**src/tts_pkg.sv**
```systemverilog
// ----------------------------------------------------------------------------
// tts_pkg: shared types and constants for the tenant / top-K flow statistics
// Payload words, slot outcome codes, drop reasons and the slot cell record.
// ----------------------------------------------------------------------------
`timescale 1ns / 1ps

package tts_pkg;

  localparam int unsigned TenantsDefault = 64;
  localparam int unsigned TopkDefault    = 8;
  localparam int unsigned KeyBitsDefault = 104;

  localparam int unsigned KeyW     = 104;
  localparam int unsigned KeyLowW  = 64;
  localparam int unsigned KeyHighW = 40;
  localparam int unsigned CntW     = 64;
  localparam int unsigned LenW     = 16;
  localparam int unsigned SlotIdxW = 6;
  localparam int unsigned NumDrop  = 3;

  typedef enum logic [2:0] {
    OUT_INSERTED = 3'd0,
    OUT_HIT      = 3'd1,
    OUT_REPLACED = 3'd2,
    OUT_REJECTED = 3'd3,
    OUT_DROP     = 3'd4
  } slot_outcome_e;

  typedef enum logic [1:0] {
    DROP_PARSE     = 2'd0,
    DROP_UNMATCHED = 2'd1,
    DROP_RATE      = 2'd2,
    DROP_OTHER     = 2'd3
  } drop_reason_e;

  typedef enum logic [0:0] {
    FUNC_PKT  = 1'b0,
    FUNC_DROP = 1'b1
  } func_e;

  typedef enum logic [1:0] {
    ST_IDLE   = 2'd0,
    ST_SCAN   = 2'd1,
    ST_COMMIT = 2'd2,
    ST_OUT    = 2'd3
  } state_e;

  typedef struct packed {
    logic [0:0]  func;
    logic [7:0]  tenant;
    logic [15:0] pkt_length;
    logic [63:0] flow_key_low;
    logic [39:0] flow_key_high;
    logic [1:0]  drop_reason;
  } in_word_t;

  typedef struct packed {
    logic [0:0]  tenant_counted;
    logic [63:0] tenant_pkt_total;
    logic [63:0] tenant_byte_total;
    logic [5:0]  slot_index;
    logic [2:0]  slot_outcome;
    logic [63:0] slot_pkt_total;
    logic [63:0] slot_byte_total;
    logic [63:0] drop_total;
  } out_word_t;

  // running scan record handed from cell to cell
  typedef struct packed {
    logic            found;     // empty or matching slot seen
    logic            hit;       // found slot was a key match
    logic [5:0]      f_idx;
    logic [63:0]     f_pkt;
    logic [63:0]     f_byte;
    logic [5:0]      m_idx;     // minimum packet count so far
    logic [63:0]     m_pkt;
    logic [63:0]     m_byte;
  } scan_t;

  // write command broadcast to the cells
  typedef struct packed {
    logic        wr;
    logic [5:0]  idx;
    logic        fresh;   // load key, pkt=1, bytes=len; else add
    logic [15:0] len;
  } slot_cmd_t;

endpackage

```
**src/tts_cell.sv**
```systemverilog
// ----------------------------------------------------------------------------
// tts_cell: one top-K slot
// Holds key and counters, compares against the key and folds into the scan.
// ----------------------------------------------------------------------------
`timescale 1ns / 1ps

module tts_cell
  import tts_pkg::*;
#(
  parameter int unsigned Index = 0
) (
  input  logic             clk_i,
  input  logic             rst_ni,
  input  logic [KeyW-1:0]  key_i,
  input  scan_t            scan_i,
  input  slot_cmd_t        cmd_i,
  output scan_t            scan_o
);

  logic [KeyW-1:0] key_q;
  logic [CntW-1:0] pkt_q, byte_q;
  logic            match;

  always_ff @(posedge clk_i or negedge rst_ni) begin
    if (!rst_ni) begin
      key_q  <= '0;
      pkt_q  <= '0;
      byte_q <= '0;
    end else if (cmd_i.wr && cmd_i.idx == SlotIdxW'(Index)) begin
      if (cmd_i.fresh) begin
        key_q  <= key_i;
        pkt_q  <= CntW'(1);
        byte_q <= CntW'(cmd_i.len);
      end else begin
        pkt_q  <= pkt_q + CntW'(1);
        byte_q <= byte_q + CntW'(cmd_i.len);
      end
    end
  end

  assign match = (key_q == key_i);

  always_comb begin
    scan_o = scan_i;
    if (!scan_i.found && (pkt_q == '0 || match)) begin
      scan_o.found  = 1'b1;
      scan_o.hit    = (pkt_q != '0);
      scan_o.f_idx  = SlotIdxW'(Index);
      scan_o.f_pkt  = pkt_q;
      scan_o.f_byte = byte_q;
    end
    if (Index == 0 || pkt_q < scan_i.m_pkt) begin
      scan_o.m_idx  = SlotIdxW'(Index);
      scan_o.m_pkt  = pkt_q;
      scan_o.m_byte = byte_q;
    end
  end

endmodule

```
**config.mk**
```make
export PLATFORM = sky130hd
export DESIGN_NAME = tts_cell
export DESIGN_NICKNAME = d
export VERILOG_FILES = /design/src/tts_pkg.sv /design/src/tts_cell.sv
export SDC_FILE = /design/constraint.sdc
export NUM_CORES = 1
export LEC_CHECK = 0
export CAP_MARGIN = 20
export CELL_PAD_IN_SITES_DETAIL_PLACEMENT = 0
export CELL_PAD_IN_SITES_GLOBAL_PLACEMENT = 2
export CORE_AREA = 2 2 264 266
export CTS_CLUSTER_DIAMETER = 150
export DETAILED_ROUTE_END_ITERATION = 7
export DIE_AREA = 0 0 266 268
export DONT_BUFFER_PORTS = 1
export GPL_ROUTABILITY_DRIVEN = 1
export PLACE_DENSITY_LB_ADDON = 0.1
export SYNTH_ARGS = -nofsm -noshare
export SYNTH_HDL_FRONTEND = slang
export SYNTH_SLANG_ARGS = --single-unit
```
**constraint.sdc**
```tcl
create_clock -name clk_i -period 4.3 [get_ports clk_i]
set_input_delay 0.43 -clock clk_i [delete_from_list [all_inputs] [get_ports clk_i]]
set_output_delay 0.43 -clock clk_i [all_outputs]
set_load 0.1 [all_outputs]
```
==> reports/summary.txt, run 1 <==
Outcome: finished, violations left
Failing checks: negative hold slack
Clock network latency to the later pin of the worst-skew pair: 0.56 ns
Dpl ws: 0.7012 ns
FP Rows: 96
Ys async rst share: 100.0%
Height of the chip: 268 um
DPL Wire Length: 47,910 um
Die X: 266 um
Max-cap violations: 0
Slew @ Worst Pin: 1.115 ns
WL/cell: 22.88 um
Nets: 2,427
RePlAce Congestion: 0.8429
Yosys warns: 0
Crit share post-route: 92.70%
Commonest non-fill, non-tap cell in the layout: nand2_1
Routed vias: 13.86k
Post-synth design cell area: 14,700 um2
Switch Pwr: 2.526 mW
Layout filler cell count: 7,132
Critical path type: register to output port
Grt total ovfl: 0
Post_cts resized: 0
Clock Tree Buf Depth: 3
Vias in the first global route: 14.00k
Cell-internal power: 4.549 mW
Detailed-route vias per instance: 4.755
Ys flop type: dfrtp_1
Top cells by area, synth: dfrtp_1 (40%), nand2_1 (11%), mux2_2 (9.9%)
P_leak: 9.513 nW
Clock root cell: clkbuf_16
Residual DRC count: 0
Unrepaired setup endpoints after global routing: false
Critical path, cell by cell: xnor2_1, nand4_1, nor4_1, nand4_1, o41a_2, buf_4, mux2_2, buf_12
Placed instance count: 2,749
Clock Power Share: 38.7%
Worst vdd ir: 0.0002157 V
Number of clock buffers inserted by TritonCTS: 34
Placed Area: 19,240 um2
Skew final: 0.02109 ns
Req. time, crit path: 3.87 ns
Seq cells post-synth: 232
Routed Antenna Nets: 0
Slowest cell on crit path: o41a_2
PortBufs: 0
H-Tree Depth: 2
Post-CTS Setup Inserts: 0
First-pass GRT wire length: 97,570 um
Routed wire length: 66,670 um
Sequential cell area fraction in the yosys report: 39.51%
Final hold violations: 232
Post-synth EDFFs: 0
Non-Filler Instances: 2,914
Area leader, netlist: dfrtp_1
Layout cells sized above 1: 23.24%
Seq pwr share: 33.5%
Power Dens Cells: 331.4 nW/um2
Post-route cell area: 21,350 um2
Avg Synthesized Cell Area: 8.747 um2
Pins Over Slew Limit: 0
Worst-path clk slew: 0.06 ns
Worst-path fanout max: 57
Initial DRC Count: 678
Initial DRT Pass Iterations: 5
Relative slew slack: 25.66%
Highest clock rate: 250.9 MHz
Clock sink total: 232
Min cycle time layout: 3.986 ns
Power Total: 7.075 mW
Tightest Hold Check Type: input pin to async pin
TNS Setup: 0 ns
Cell mode on critical path: nand4_1
Most frequent cells in the layout: nand2_1 (424), dfrtp_1 (232), buf_4 (141)
Min Hold Slack: -0.4147 ns
Synth cell types: 60
Switching part of the total: 35.71%
Crit start category: register
Hold Buf Count CTS: 105
Proportion of power drawn by combinational gates: 27.9%
Yosys top cell area share: 39.51%
IO Count: 670
CTS tree: yes
Largest net degree at the start of global routing: 233
Crit. End Element: output port
Synth-to-Final Area Change: 45.26%
Final Util: 31.29%
Syn Inst Count: 1,680
Slowest stage delay, CP: 0.56 ns
GRT Overall Usage: 18.28%
Final Setup Violations: 0
Worst path arrival time: 3.56 ns
Core area: 68,230 um2
Die ar.: 71,290 um2
Starting Density: 21.54%
Initial antenna violation count: 1
Post-route setup slack: 0.3139 ns
[flip-flops by register name, summed over array words and instances (netlist names)]
name / cells
byte_q: 64
key_q: 104
pkt_q: 64
[path summary, 6_finish.rpt]
check | to | depth (start not counted) | slack (ns) | start
setup reg to reg | pkt_q[42]$_DFFE_PN0P_ | 8 | 0.94 | pkt_q[1]$_DFFE_PN0P_
max in group asynchronous | byte_q[50]$_DFFE_PN0P_ | 0 | 4.14 | rst_ni
hold / removal | pkt_q[31]$_DFFE_PN0P_ | 0 | -0.41 | rst_ni
setup / recovery | scan_o[192] | 8 | 0.31 | key_q[84]$_DFFE_PN0P_
hold reg to reg | key_q[83]$_DFFE_PN0P_ | 2 | 0.49 | key_q[83]$_DFFE_PN0P_
min in group clk_i | byte_q[7]$_DFFE_PN0P_ | 2 | 0.03 | cmd_i[7]
[synth_stat cells (3+ instances only)]
cell type,number
and3_1,35
nand2_1,425
buf_1,10
and4_1,11
dfrtp_1,232
or3_1,13
a21oi_1,66
buf_4,7
mux2i_1,22
o311ai_0,10
inv_1,23
o41ai_1,7
a211oi_1,5
or4_1,29
nor3_2,3
a2111o_1,5
clkbuf_1,69
o31ai_1,20
o22ai_1,3
nor4_1,40
a31oi_1,4
nand2b_1,19
xnor2_1,101
a21o_1,7
o21ai_0,44
nor2_1,64
o211ai_1,13
nor4b_1,3
buf_2,9
ha_1,18
xor2_1,44
nand3_1,51
nor3_1,17
and2_1,17
nand4_1,68
o21a_1,8
o21bai_1,3
mux2_2,129
[layer usage]
| metal | up-vias | global-route usage (%) | wire (um) |
|---|---|---|---|
| li1 | 6607 | - | - |
| met4 | 0 | 3.158 | 843 |
| met1 | 6752 | 24.43 | 29870 |
| met2 | 454 | 29.50 | 30890 |
| met5 | - | 0 | 0 |
| met3 | 42 | 5.406 | 5068 |
[power groups by stage]
| stage | sequential, mW | combinational (mW) | clock [mW] |
|---|---|---|---|
| 2_1_floorplan | 2.67 | 1.07 | 0 |
| 3_3_place_gp | 2.40 | 1.88 | 0 |
| 3_5_place_dp | 2.41 | 1.89 | 0 |
| 4_1_cts | 2.37 | 1.99 | 2.87 |
| 5_1_grt | 2.38 | 2.08 | 2.95 |
| 6_report | 2.37 | 1.97 | 2.74 |
[final cells by class]
cell class	count	area [um2]	share of cell area [%]
inverters	23	86.33	0.4044
repair buffers	383	4852	22.73
diodes	1	2.502	0.01172
flip-flops and latches	232	5806	27.20
clock inverters	9	86.33	0.4044
multi-input cells	1334	8439	39.53
clock buffers	50	970.9	4.548
well taps	882	1104	5.170
[critical path, delay by kind of cell, from the launching register on]
family / cells / cell delay [ns]
simple gates: 3 / 0.86
compound gates: 1 / 0.56
buf+inv: 2 / 0.50
mux: 1 / 0.44
flops: 1 / 0.38
xor+xnor: 1 / 0.18
[kinds of logic after synthesis]
| kind of cell | Yosys count | synth area share, % |
|---|---|---|
| AOI/OAI and AO/OA | 209 | 9.229 |
| other | 1 | 0.02552 |
| xor gates and xnor gates | 145 | 8.642 |
| muxes | 151 | 11.38 |
| buffers and inverters | 119 | 3.303 |
| DFF | 232 | 39.51 |
| adders and majority gates | 19 | 1.669 |
| and+or+nand+nor | 804 | 26.24 |
(Power assumes the default switching activity.)
==> run 2: changes to the inputs <==
==> constraint.sdc (replaced) <==
create_clock -name clk_i -period 4.3 [get_ports clk_i]
set_input_delay 0.215 -clock clk_i [delete_from_list [all_inputs] [get_ports clk_i]]
set_output_delay 0.215 -clock clk_i [all_outputs]
set_load 0.1 [all_outputs]
==> reports/summary.txt, run 2 (synthesis results as in run 1) <==
Height of the chip: 268 um (unchanged)
Initial antenna violation count: 4 (+3)
RePlAce Congestion: 0.8665 (+2.8%)
Reg2reg start: byte_q[0]$_DFFE_PN0P_
Starting Density: 21.54% (unchanged)
Die ar.: 71,290 um2 (unchanged)
Clock root cell: clkbuf_16
Proportion of power drawn by combinational gates: 26.9% (-1.0 points)
Routed Antenna Nets: 0 (unchanged)
Top reg by flops: key_q
Clock network latency to the later pin of the worst-skew pair: 0.55 ns (about the same)
Routed vias: 13.75k (-0.77%)
Die X: 266 um (unchanged)
Commonest non-fill, non-tap cell in the layout: nand2_1
Power Dens Cells: 340.3 nW/um2 (+2.7%)
Worst vdd ir: 0.0002021 V (-6.3%)
Most frequent cells in the layout: nand2_1 (424), dfrtp_1 (232), buf_4 (140)
Routed wire length: 66,230 um (-0.66%)
Crit. End Element: output port
GRT Overall Usage: 18.13% (-0.15 points)
Initial DRT Pass Iterations: 5 (unchanged)
FF+latch area: 5806 um2 (unchanged)
Grt total ovfl: 0 (unchanged)
Clock Power Share: 39.5% (+0.8 points)
Critical path type: register to output port
R2R Setup Slk: 1.00 ns (+0.06 ns)
Pins Over Slew Limit: 0 (unchanged)
Number of clock buffers inserted by TritonCTS: 34 (unchanged)
R2R Path End: byte_q[18]$_DFFE_PN0P_
Final hold violations: 232 (unchanged)
Post_cts resized: 0 (unchanged)
Skew final: 0.01560 ns (-0.005484 ns)
Clock Tree Buf Depth: 3 (unchanged)
Unrepaired setup endpoints after global routing: false
Residual DRC count: 0 (unchanged)
Hold Buf Count CTS: 123 (+17%)
Final Setup Violations: 0 (unchanged)
Power Total: 7.074 mW (about the same)
Switching part of the total: 35.70% (about the same)
Max-cap violations: 0 (unchanged)
Worst-path clk slew: 0.06 ns (about the same)
Vias in the first global route: 13.99k (-0.071%)
H-Tree Depth: 2 (unchanged)
Min cycle time layout: 3.755 ns (-0.2308 ns)
Final Util: 30.47% (-0.82 points)
Crit share post-route: 87.33% (-5.4 points)
Clock sink total: 232 (unchanged)
R2R cell count: 9 (+1)
DPL Wire Length: 46,970 um (-2.0%)
TNS Setup: 0 ns (unchanged)
Layout cells sized above 1: 21.51% (-1.7 points)
Req. time, crit path: 4.09 ns (+0.22 ns)
Layout filler cell count: 7,161 (+0.41%)
Worst path arrival time: 3.54 ns (-0.02 ns)
Slew @ Worst Pin: 1.091 ns (-0.02355 ns)
Seq pwr share: 33.5% (about the same)
Crit start category: register
Nets: 2,406 (-0.87%)
Relative slew slack: 27.23% (+1.6 points)
Max reg flops: 104 (unchanged)
Initial DRC Count: 757 (+12%)
Detailed-route vias per instance: 4.754 (about the same)
Synth-to-Final Area Change: 41.45%
First-pass GRT wire length: 96,540 um (-1.1%)
Top flop regs: key_q: 104 flops, byte_q: 64 flops, pkt_q: 64 flops
FP Rows: 96 (unchanged)
Core area: 68,230 um2 (unchanged)
CTS tree: yes
Largest net degree at the start of global routing: 233 (unchanged)
Cell-internal power: 4.548 mW (about the same)
Worst-path fanout max: 58 (+1.8%)
Outcome: finished, violations left
Failing checks: negative hold slack
Min Hold Slack: -0.6380 ns (-0.2233 ns)
P_leak: 9.226 nW (-3.0%)
WL/cell: 22.90 um (about the same)
Area occupied by multi-input gates: 8439 um2 (unchanged)
PortBufs: 0 (unchanged)
Tightest Hold Check Type: input pin to async pin
Switch Pwr: 2.525 mW (about the same)
Highest clock rate: 266.3 MHz (+6.1%)
IO Count: 670 (unchanged)
## run 2: cell count changes in the layout (fill, tap and decap cells not counted)
cell,change
clkinv_2,-3
buf_12,-37
buf_4,-1
bufinv_16,+1
dlygate4sd3_1,+17
diode_2,+1
## run 2: worst max-delay path: stages, from the launching register on
cell and delay [ns]:
dfrtp_1 0.39, xnor2_1 0.18, nand4_1 0.11, nor4_1 0.48, nand4_1 0.24, o41a_2 0.56, buf_4 0.32, mux2_2 0.44
buf_12 0.18
## run 2: worst max path at each step
stage	start	endpoint	slack (ns)	cells past startpoint
after floorplan	pkt_q[0]$_DFFE_PN0P_	scan_o[262]	0.79	11
after global placement	pkt_q[2]$_DFFE_PN0P_	pkt_q[57]$_DFFE_PN0P_	0.97	7
after detailed placement	pkt_q[2]$_DFFE_PN0P_	pkt_q[61]$_DFFE_PN0P_	0.98	7
after CTS	key_q[79]$_DFFE_PN0P_	scan_o[159]	0.38	8
after global routing	key_q[79]$_DFFE_PN0P_	scan_o[150]	0.26	8
final	key_q[24]$_DFFE_PN0P_	scan_o[192]	0.54	8
## run 2: cell type report
| class | count | share of cell area [%] |
|---|---|---|
| Sequential cell | 232 | 27.93 |
| Clock buffer | 50 | 4.671 |
| Antenna cell | 2 | 0.02408 |
| Multi-Input combinational cell | 1334 | 40.60 |
| Tap cell | 882 | 5.309 |
| Inverter | 23 | 0.4153 |
| Timing Repair Buffer | 362 | 20.56 |
| Clock inverter | 7 | 0.4876 |
## run 2: per-layer routing
metal / part of all wire (%) / vias to the layer above / routed length, um / track usage [%]
met5: 0 / - / 0 / 0
met4: 1.4 / 0 / 949 / 3.568
met3: 7.8 / 51 / 5170 / 5.800
met2: 46 / 429 / 30410 / 29.03
met1: 45 / 6724 / 29700 / 23.98
li1: - / 6544 / - / -
## run 2: through the flow
step	std cells	area, um2	worst slack (ns)
after CTS	2890	20780	0.3836
after global routing	2892	20790	0.2574
after global placement	2710	18470	0.9677
after detailed placement	2710	18470	0.9757
final	2892	20790	0.5447
after floorplan	1685	14710	0.7886
## run 2: power groups by stage
| stage | clock network, mW | logic, mW | registers [mW] |
|---|---|---|---|
| 2_1_floorplan | 0 | 1.07 | 2.67 |
| 3_3_place_gp | 0 | 1.80 | 2.41 |
| 4_1_cts | 2.93 | 1.92 | 2.37 |
| 3_5_place_dp | 0 | 1.80 | 2.41 |
| 6_report | 2.80 | 1.91 | 2.37 |
| 5_1_grt | 3.01 | 2.01 | 2.39 |
## run 2: timing repair
| item | 4_1_cts | 5_1_grt |
|---|---|---|
| endpoints found under the hold margin | 369 | 232 |
| setup buffers | 0 | 0 |
| setup endpoints to repair | 0 | 0 |
